[src/rtl/kvt_pkg.sv]
// kvt_pkg: shared types and constants of the key-value table
`timescale 1ns / 1ps

package kvt_pkg;

  // fixed port widths
  localparam int unsigned FUNC_W    = 3;
  localparam int unsigned KEY_IN_W  = 32;
  localparam int unsigned VAL_IN_W  = 32;
  localparam int unsigned COUNT_W   = 5;

  // operation codes
  typedef enum logic [FUNC_W-1:0] {
    FN_INSERT   = 3'd0,
    FN_UPDATE   = 3'd1,
    FN_UPSERT   = 3'd2,
    FN_ERASE    = 3'd3,
    FN_CONTAINS = 3'd4
  } kvt_func_e;

  // controller states
  typedef enum logic [1:0] {
    ST_IDLE,
    ST_LOOK,
    ST_WALK,
    ST_EMIT
  } kvt_state_e;

  // command broadcast to every cell, acted on only by the hit cell
  typedef struct packed {
    logic upd;
    logic erase;
  } kvt_cmd_t;

endpackage

[src/rtl/key_value_table.sv]
// key_value_table: bounded associative key-to-value table built from a row of cells
`timescale 1ns / 1ps
//
// usage
//   input channel: in_valid_i, in_stall_o with func_i, lookup_key_i, new_value_i;
//   an item is taken at a clock edge where valid is high and stall is low
//   output channel: out_valid_o, out_stall_i with success_o, table_full_o,
//   entry_count_o, is_empty_o; exactly one result per item, in order
//   one item is in work at a time; the lookup cycle compares the key in every
//   cell at once; update, erase, contains and refused inserts pass from idle
//   through look and emit, where the result register is loaded, back to idle
//   an insert of an absent key sends a claim token down the cell row, one cell
//   per cycle, until the lowest free cell takes it; unless cell 0 takes it at
//   once, the walk state lies between look and emit until a cell claims it
//   the result register sits apart from the work, so a new item is taken while
//   a result waits; if the receiver still stalls when the next result is ready
//   the block holds it and stalls its input
//   reset clears all valid marks, the count and both channels; keys and values
//   are left as they are and only read behind a set valid mark
//
module key_value_table #(
  parameter int unsigned ENTRIES    = 16,
  parameter int unsigned KEY_BITS   = 32,
  parameter int unsigned VALUE_BITS = 32
) (
  input  logic                         clk_i,
  input  logic                         rst_ni,
  input  logic                         in_valid_i,
  output logic                         in_stall_o,
  input  logic [kvt_pkg::FUNC_W-1:0]   func_i,
  input  logic [kvt_pkg::KEY_IN_W-1:0] lookup_key_i,
  input  logic [kvt_pkg::VAL_IN_W-1:0] new_value_i,
  output logic                         out_valid_o,
  input  logic                         out_stall_i,
  output logic                         success_o,
  output logic                         table_full_o,
  output logic [kvt_pkg::COUNT_W-1:0]  entry_count_o,
  output logic                         is_empty_o
);

  localparam int unsigned CNT_W = $clog2(ENTRIES + 1);

  kvt_pkg::kvt_state_e state_q, state_d;

  // item registers
  logic [kvt_pkg::FUNC_W-1:0] func_q;
  logic [KEY_BITS-1:0]        key_q, key_in;
  logic [VALUE_BITS-1:0]      value_q, value_in;

  // table occupancy
  logic [CNT_W-1:0] count_q, count_d;

  // pending result
  logic succ_q, succ_d;
  logic full_q, full_d;

  // output register
  logic                        out_valid_q, out_valid_d;
  logic                        out_succ_q, out_full_q, out_empty_q;
  logic [kvt_pkg::COUNT_W-1:0] out_count_q, count_ext;

  // cell row
  logic [ENTRIES-1:0] hit_vec, claim_vec, tok_vec;
  kvt_pkg::kvt_cmd_t  cmd;
  logic               start_tok;
  logic               present, any_claim, is_full;

  // decoded control
  logic in_take, out_take, out_load;
  logic cnt_inc, cnt_dec, set_succ, set_full;
  logic go_insert;

  // low key and value bits of the ports, zero-extended where the table is wider
  if (KEY_BITS <= kvt_pkg::KEY_IN_W) begin : g_key_trunc
    assign key_in = lookup_key_i[KEY_BITS-1:0];
  end else begin : g_key_ext
    assign key_in = {{(KEY_BITS - kvt_pkg::KEY_IN_W){1'b0}}, lookup_key_i};
  end

  if (VALUE_BITS <= kvt_pkg::VAL_IN_W) begin : g_val_trunc
    assign value_in = new_value_i[VALUE_BITS-1:0];
  end else begin : g_val_ext
    assign value_in = {{(VALUE_BITS - kvt_pkg::VAL_IN_W){1'b0}}, new_value_i};
  end

  // count as reported: low bits of the occupancy, zero-extended where the port is wider
  if (CNT_W >= kvt_pkg::COUNT_W) begin : g_cnt_trunc
    assign count_ext = count_q[kvt_pkg::COUNT_W-1:0];
  end else begin : g_cnt_ext
    assign count_ext = {{(kvt_pkg::COUNT_W - CNT_W){1'b0}}, count_q};
  end

  // row of cells; the claim token enters at cell 0 and moves one cell a cycle
  for (genvar i = 0; i < ENTRIES; i++) begin : g_cell
    logic tok_in;
    if (i == 0) begin : g_first
      assign tok_in = start_tok;
    end else begin : g_next
      assign tok_in = tok_vec[i-1];
    end
    kvt_cell #(
      .KEY_BITS   (KEY_BITS),
      .VALUE_BITS (VALUE_BITS)
    ) u_cell (
      .clk_i   (clk_i),
      .rst_ni  (rst_ni),
      .cmd_i   (cmd),
      .key_i   (key_q),
      .value_i (value_q),
      .token_i (tok_in),
      .token_o (tok_vec[i]),
      .hit_o   (hit_vec[i]),
      .claim_o (claim_vec[i])
    );
  end

  assign present   = |hit_vec;
  assign any_claim = |claim_vec;
  assign is_full   = (count_q == CNT_W'(ENTRIES));

  // handshakes
  assign in_stall_o = (state_q != kvt_pkg::ST_IDLE);
  assign in_take    = in_valid_i && !in_stall_o;
  assign out_take   = out_valid_q && !out_stall_i;

  // control decode per state
  always_comb begin
    cmd       = '0;
    start_tok = 1'b0;
    cnt_inc   = 1'b0;
    cnt_dec   = 1'b0;
    set_succ  = 1'b0;
    set_full  = 1'b0;
    go_insert = 1'b0;
    out_load  = 1'b0;
    unique case (state_q)
      kvt_pkg::ST_IDLE: begin
      end
      kvt_pkg::ST_LOOK: begin
        case (func_q)
          kvt_pkg::FN_UPDATE: begin
            cmd.upd  = present;
            set_succ = present;
          end
          kvt_pkg::FN_UPSERT: begin
            cmd.upd   = present;
            set_succ  = present;
            go_insert = !present;
          end
          kvt_pkg::FN_INSERT: begin
            go_insert = !present;
          end
          kvt_pkg::FN_ERASE: begin
            cmd.erase = present;
            cnt_dec   = present;
            set_succ  = present;
          end
          kvt_pkg::FN_CONTAINS: begin
            set_succ = present;
          end
          default: begin
          end
        endcase
        if (go_insert) begin
          if (is_full) begin
            set_full = 1'b1;
          end else begin
            // cell 0 may take the token in this very cycle
            start_tok = 1'b1;
            cnt_inc   = any_claim;
            set_succ  = any_claim;
          end
        end
      end
      kvt_pkg::ST_WALK: begin
        cnt_inc  = any_claim;
        set_succ = any_claim;
      end
      kvt_pkg::ST_EMIT: begin
        out_load = !out_valid_q || !out_stall_i;
      end
      default: begin
      end
    endcase
  end

  // next state
  always_comb begin
    state_d = state_q;
    unique case (state_q)
      kvt_pkg::ST_IDLE: begin
        if (in_take) begin
          state_d = kvt_pkg::ST_LOOK;
        end
      end
      kvt_pkg::ST_LOOK: begin
        if (start_tok && !any_claim) begin
          state_d = kvt_pkg::ST_WALK;
        end else begin
          state_d = kvt_pkg::ST_EMIT;
        end
      end
      kvt_pkg::ST_WALK: begin
        if (any_claim) begin
          state_d = kvt_pkg::ST_EMIT;
        end
      end
      kvt_pkg::ST_EMIT: begin
        if (out_load) begin
          state_d = kvt_pkg::ST_IDLE;
        end
      end
      default: begin
        state_d = kvt_pkg::ST_IDLE;
      end
    endcase
  end

  // count and result flags
  always_comb begin
    count_d = count_q;
    if (cnt_inc) begin
      count_d = count_q + CNT_W'(1);
    end else if (cnt_dec) begin
      count_d = count_q - CNT_W'(1);
    end

    succ_d = succ_q;
    full_d = full_q;
    if (state_q == kvt_pkg::ST_LOOK) begin
      succ_d = set_succ;
      full_d = set_full;
    end else if (set_succ) begin
      succ_d = 1'b1;
    end

    out_valid_d = out_valid_q;
    if (out_load) begin
      out_valid_d = 1'b1;
    end else if (out_take) begin
      out_valid_d = 1'b0;
    end
  end

  always_ff @(posedge clk_i or negedge rst_ni) begin
    if (!rst_ni) begin
      state_q     <= kvt_pkg::ST_IDLE;
      count_q     <= '0;
      out_valid_q <= 1'b0;
    end else begin
      state_q     <= state_d;
      count_q     <= count_d;
      out_valid_q <= out_valid_d;
    end
  end

  // payload registers
  always_ff @(posedge clk_i) begin
    if (in_take) begin
      func_q  <= func_i;
      key_q   <= key_in;
      value_q <= value_in;
    end
    succ_q <= succ_d;
    full_q <= full_d;
    if (out_load) begin
      out_succ_q  <= succ_q;
      out_full_q  <= full_q;
      out_count_q <= count_ext;
      out_empty_q <= (count_q == '0);
    end
  end

  assign out_valid_o   = out_valid_q;
  assign success_o     = out_succ_q;
  assign table_full_o  = out_full_q;
  assign entry_count_o = out_count_q;
  assign is_empty_o    = out_empty_q;

endmodule

[src/rtl/kvt_cell.sv]
// kvt_cell: one table entry with key compare and a free-entry claim token
`timescale 1ns / 1ps

module kvt_cell #(
  parameter int unsigned KEY_BITS   = 32,
  parameter int unsigned VALUE_BITS = 32
) (
  input  logic                  clk_i,
  input  logic                  rst_ni,
  input  kvt_pkg::kvt_cmd_t     cmd_i,
  input  logic [KEY_BITS-1:0]   key_i,
  input  logic [VALUE_BITS-1:0] value_i,
  input  logic                  token_i,
  output logic                  token_o,
  output logic                  hit_o,
  output logic                  claim_o
);

  logic                  valid_q, valid_d;
  logic                  token_q, token_d;
  logic [KEY_BITS-1:0]   key_q;
  logic [VALUE_BITS-1:0] value_q;

  assign hit_o   = valid_q && (key_q == key_i);
  // a free cell keeps the token, an occupied one hands it on
  assign claim_o = token_i && !valid_q;
  assign token_o = token_q;

  always_comb begin
    valid_d = valid_q;
    if (claim_o) begin
      valid_d = 1'b1;
    end else if (cmd_i.erase && hit_o) begin
      valid_d = 1'b0;
    end
    token_d = token_i && valid_q;
  end

  always_ff @(posedge clk_i or negedge rst_ni) begin
    if (!rst_ni) begin
      valid_q <= 1'b0;
      token_q <= 1'b0;
    end else begin
      valid_q <= valid_d;
      token_q <= token_d;
    end
  end

  always_ff @(posedge clk_i) begin
    if (claim_o) begin
      key_q   <= key_i;
      value_q <= value_i;
    end else if (cmd_i.upd && hit_o) begin
      value_q <= value_i;
    end
  end

endmodule

[config.mk]
export PLATFORM = sky130hd
export DESIGN_NAME = key_value_table
export DESIGN_NICKNAME = d
export VERILOG_FILES = /design/src/rtl/kvt_pkg.sv /design/src/rtl/key_value_table.sv /design/src/rtl/kvt_cell.sv
export SDC_FILE = /design/constraint.sdc
export NUM_CORES = 1
export LEC_CHECK = 0
export BUFFER_PORTS_ARGS = -buffer_cell sky130_fd_sc_hd__buf_2
export CORE_MARGIN = 4
export CORE_UTILIZATION = 30
export CTS_BUF_LIST = sky130_fd_sc_hd__clkbuf_2
export CTS_CLUSTER_DIAMETER = 60
export CTS_CLUSTER_SIZE = 25
export DETAILED_ROUTE_END_ITERATION = 12
export SYNTH_ARGS = -nofsm -noshare
export SYNTH_HDL_FRONTEND = slang
export SYNTH_HIERARCHICAL = 1
export SYNTH_SLANG_ARGS = --single-unit
[constraint.sdc]
create_clock -name clk_i -period 15.35 [get_ports clk_i]
set_input_delay 3.07 -clock clk_i [delete_from_list [all_inputs] [get_ports clk_i]]
set_output_delay 3.07 -clock clk_i [all_outputs]
set_load 0.005 [all_outputs]
# == Word level (Yosys, flattened, before mapping) ==
# Cells that the tools add are included.
# classes
shifts,0
n_eq_ne,27
n_lt_le_gt_ge,0
mux,60
reduce_logical,116
n_div,0
n_bitwise,0
add_sub_neg,2
n_mul,0
# op_table
operator,count
$eq 32x32->1,16
$logic_and 1x1->1,66
$mux 1,52
$reduce_bool 2->1,20
$reduce_or 16->1,2
$logic_not 1->1,21
$mux 5,2
$pmux 2 s4,1
$eq 3x2->1 const B,2
$mux 2,3
$ne 2x2->1 const B,3
$add 5x1->5 const B,1
$eq 5x5->1 const B,1
$logic_not 5->1,1
$sub 5x1->5 const B,1
$eq 2x2->1 const B,2
$pmux 1 s2,2
$reduce_or 4->1,1
$eq 3x1->1 const B,1
$eq 3x3->1 const B,1
$logic_not 3->1,1
$reduce_and 3->1,1
$eq 2x1->1 const B,1
$logic_not 2->1,1
2 further kinds,2
# word_totals
romBits,0
output_inout_bits,10
n_memories,0
inputBits,71
latch_bits,0
mem_bits_rw,0
wordCells,263
register_bits,596

# == Logic depth before layout (Yosys ltp) ==
# depth
ltp_word,15
depth_mapped,18
mapped_depth_nobuf,18

# == Cells and area by module ==
# Netlist, hierarchy kept.
# modules_own_cells
module,area_per_inst_um2,instances,seq_area_each_um2,cells_per_inst
kvt_cell,1397.6,16,1011.0,85
key_value_table,3130.5,1,2512.4,163

# == Worst setup path after synthesis ==
# Ideal clock, no wire load.
# synth_timing
path_kind,reg-to-reg
from,"register, netlist name key_q[3]"
to,register count_q[3] (netlist: count_ext[3])
arrival_time_ns,5.584
t_required_ns,15.225
period_less_slack_ns,5.709
path_buffers,0
setup_slack_ns,9.641
stages_incl_launch_ff,16
setup_time_ns,0.125
cell_sequence,edfxtp_1 -> a222oi_1 -> or4b_1 -> nor4_2 -> nor4_2 -> nand4_2 -> nor4_1 -> nor2b_1 -> nor4_1 -> a41o_1 -> or2_2 -> ha_1 -> a21o_1 -> a21oi_1 -> xnor2_1 -> mux2_4
# synth_rtl
item,line_no,rtl
to (signal assigned),key_value_table.sv:252,count_q <= count_d;
to (decl),key_value_table.sv:51,"logic [CNT_W-1:0] count_q, count_d;"

# == Worst setup path after layout ==
# layout_timing
from,register state_q[0]
to,output port in_stall_o
# layout_via
elab_chain_len,1
# layout_rtl
item,line_no,rtl
from (decl),key_value_table.sv:43,"kvt_pkg::kvt_state_e state_q, state_d;"
from (signal assigned),key_value_table.sv:247,state_q <= kvt_pkg::ST_IDLE;
from (signal assigned),key_value_table.sv:251,state_q <= state_d;
$reduce_bool 2->1,key_value_table.sv:122,assign in_stall_o = (state_q != kvt_pkg::ST_IDLE);
to (decl),key_value_table.sv:29,"output logic in_stall_o,"
# Every way passes these cells.

==> flow_summary.json <==
{
  "layout.nets": 1699,
  "rsz0062_at_grt": "false",
  "layout_commonest_cell": "edfxtp_1",
  "gp_congestion": 0.732,
  "skew_ns": 0.0794,
  "cts_hold_buf": 0,
  "core_sq_um": 80700,
  "routedWlPerCell_microns": 17.3,
  "ir_worst_vdd_mv": 0.0808,
  "postRouteWirelength_microns": 46900,
  "crit_required_ns": 12.28,
  "fmax_mhz": 195,
  "path_cells": "inv_1, ha_1, inv_1, buf_2",
  "setup_tns_ns": 0,
  "grt_usage_pct": 10.8,
  "clock-sinks": 596,
  "die_area_sq_um": 86300,
  "fp-row-count": 104,
  "cts_made_buffers": 38,
  "synthesis.nets": 1567,
  "antenna_found_initial": 3,
  "cts_tree": "done",
  "tightest_slew_ns": 1.12,
  "powerDensity_nw_per_um2": 115,
  "syn-cell-area_sq_um": 24500,
  "slew-limit-headroom_pct": 24.9,
  "cts_resized": 0,
  "hold_ws_ns": 0.467,
  "grt_overflow": 0,
  "cts_root_buffer": "clkbuf_2",
  "layout_common_cells": "edfxtp_1 (557), xor2_1 (385), nor4_1 (86), inv_1 (72), xnor2_1 (68)",
  "hold_violations": 0,
  "remaining_drc_errors": 0,
  "crit_type": "flip-flop to output pin",
  "area_growth_pct": 10.3,
  "cts_setup_buffers": 0,
  "clockBufferDepth": 3,
  "grt_pass1_vias": 12700,
  "cpPeakStageDelay_ns": 0.48,
  "synth_warnings": 6,
  "drt_iter0_markers": 761,
  "insertion_delay_ns": 1.11,
  "h-tree-depth": 2,
  "grt_max_degree": 49,
  "maxCapViolations": 0,
  "syn_inst": 1487,
  "antenna_left": 0,
  "critPathCaptureType": "output pin",
  "drive_gt1_share_pct": 12.4,
  "hold_class": "flip-flop to flip-flop",
  "clk_pin_slew_ns": 0.30,
  "portBuffers": 48,
  "status": "complete, no violations",
  "grt_pass1_wl_microns": 73100,
  "synth_area_per_cell_sq_um": 16.5,
  "p_leak_nw": 9.03,
  "cp_common_cell": "inv_1",
  "die_w_microns": 294,
  "min_period_ns": 5.14,
  "die_h_microns": 294,
  "vias": 12400,
  "slew_violations": 0,
  "dp_hpwl_microns": 27600,
  "io_pins": 81,
  "start_util_pct": 30.4,
  "firstDrtPassIters": 5,
  "crit_slowest_cell": "dfrtp_1",
  "arrival_ns": 2.07,
  "path_max_fanout": 5,
  "start_kind": "flip-flop",
  "fin_crit_sh_pct": 33.5,
  "via_per_inst": 4.56,
  "setup_viol": 0
}
==> registers in the layout, summed over array words and instances (netlist names), 2 cells and up <==
register,count
g_cell.u_cell/token_o,15
key_q,32
state_q,2
g_cell.u_cell/key_q,512
count_ext,5
func_q,3
g_cell.u_cell/valid_q,16
entry_count_o,5
==> per-stage QoR <==
step	area [sq um]	setup WS, ns	utilization [%]	power [W]	cells
floorplan	24500	9.64	-	0.00229	1487
global placement	26500	10.34	32.8	0.00245	2639
detailed placement	26500	10.29	32.8	0.00247	2639
CTS	27000	10.05	33.5	0.00315	2708
global route	27000	9.81	33.5	0.00327	2714
finish	27000	10.21	33.5	0.00310	2714
==> layout make-up <==
cell class	count	area, sq um
fill	7718	53700
sequential	596	17700
multi-input combinational	818	6580
tap	1060	1330
timing repair buffer	93	578
clock inverter	26	330
inverter	72	270
clock buffer	43	215
antenna	6	15.0
==> worst max-delay path, delay by kind of cell, from the launching register on <==
family                     cells  cell delay (ns)
adders and majority gates      1             0.19
buffers and inverters          3             0.34
DFF                            1             0.48
==> report_power, final <==
group	switching [W]	internal, W
Combinational	0.000322	0.000172
Sequential	0.0000340	0.00189
Clock	0.000505	0.000173
Total	0.000861	0.00224
==> per-layer routing <==
layer	global-route usage, %	wire length [microns]
met5	0	0
met1	14.1	21300
met4	3.16	1150
met2	18.4	22700
met3	1.95	1790
==> worst paths after layout <==
check	startpoint	to	slack, ns	cells past startpoint
setup reg to reg	key_q[14]	count_ext[4]	10.25	19
hold / removal	full_q	table_full_o	0.47	0
min in group asynchronous	rst_ni	g_cell[2].u_cell/valid_q	2.02	1
max in group asynchronous	rst_ni	g_cell[7].u_cell/valid_q	12.72	1
setup / recovery	state_q[0]	in_stall_o	10.21	4
hold reg to reg	full_q	table_full_o	0.47	0
(Power assumes the default switching activity.)
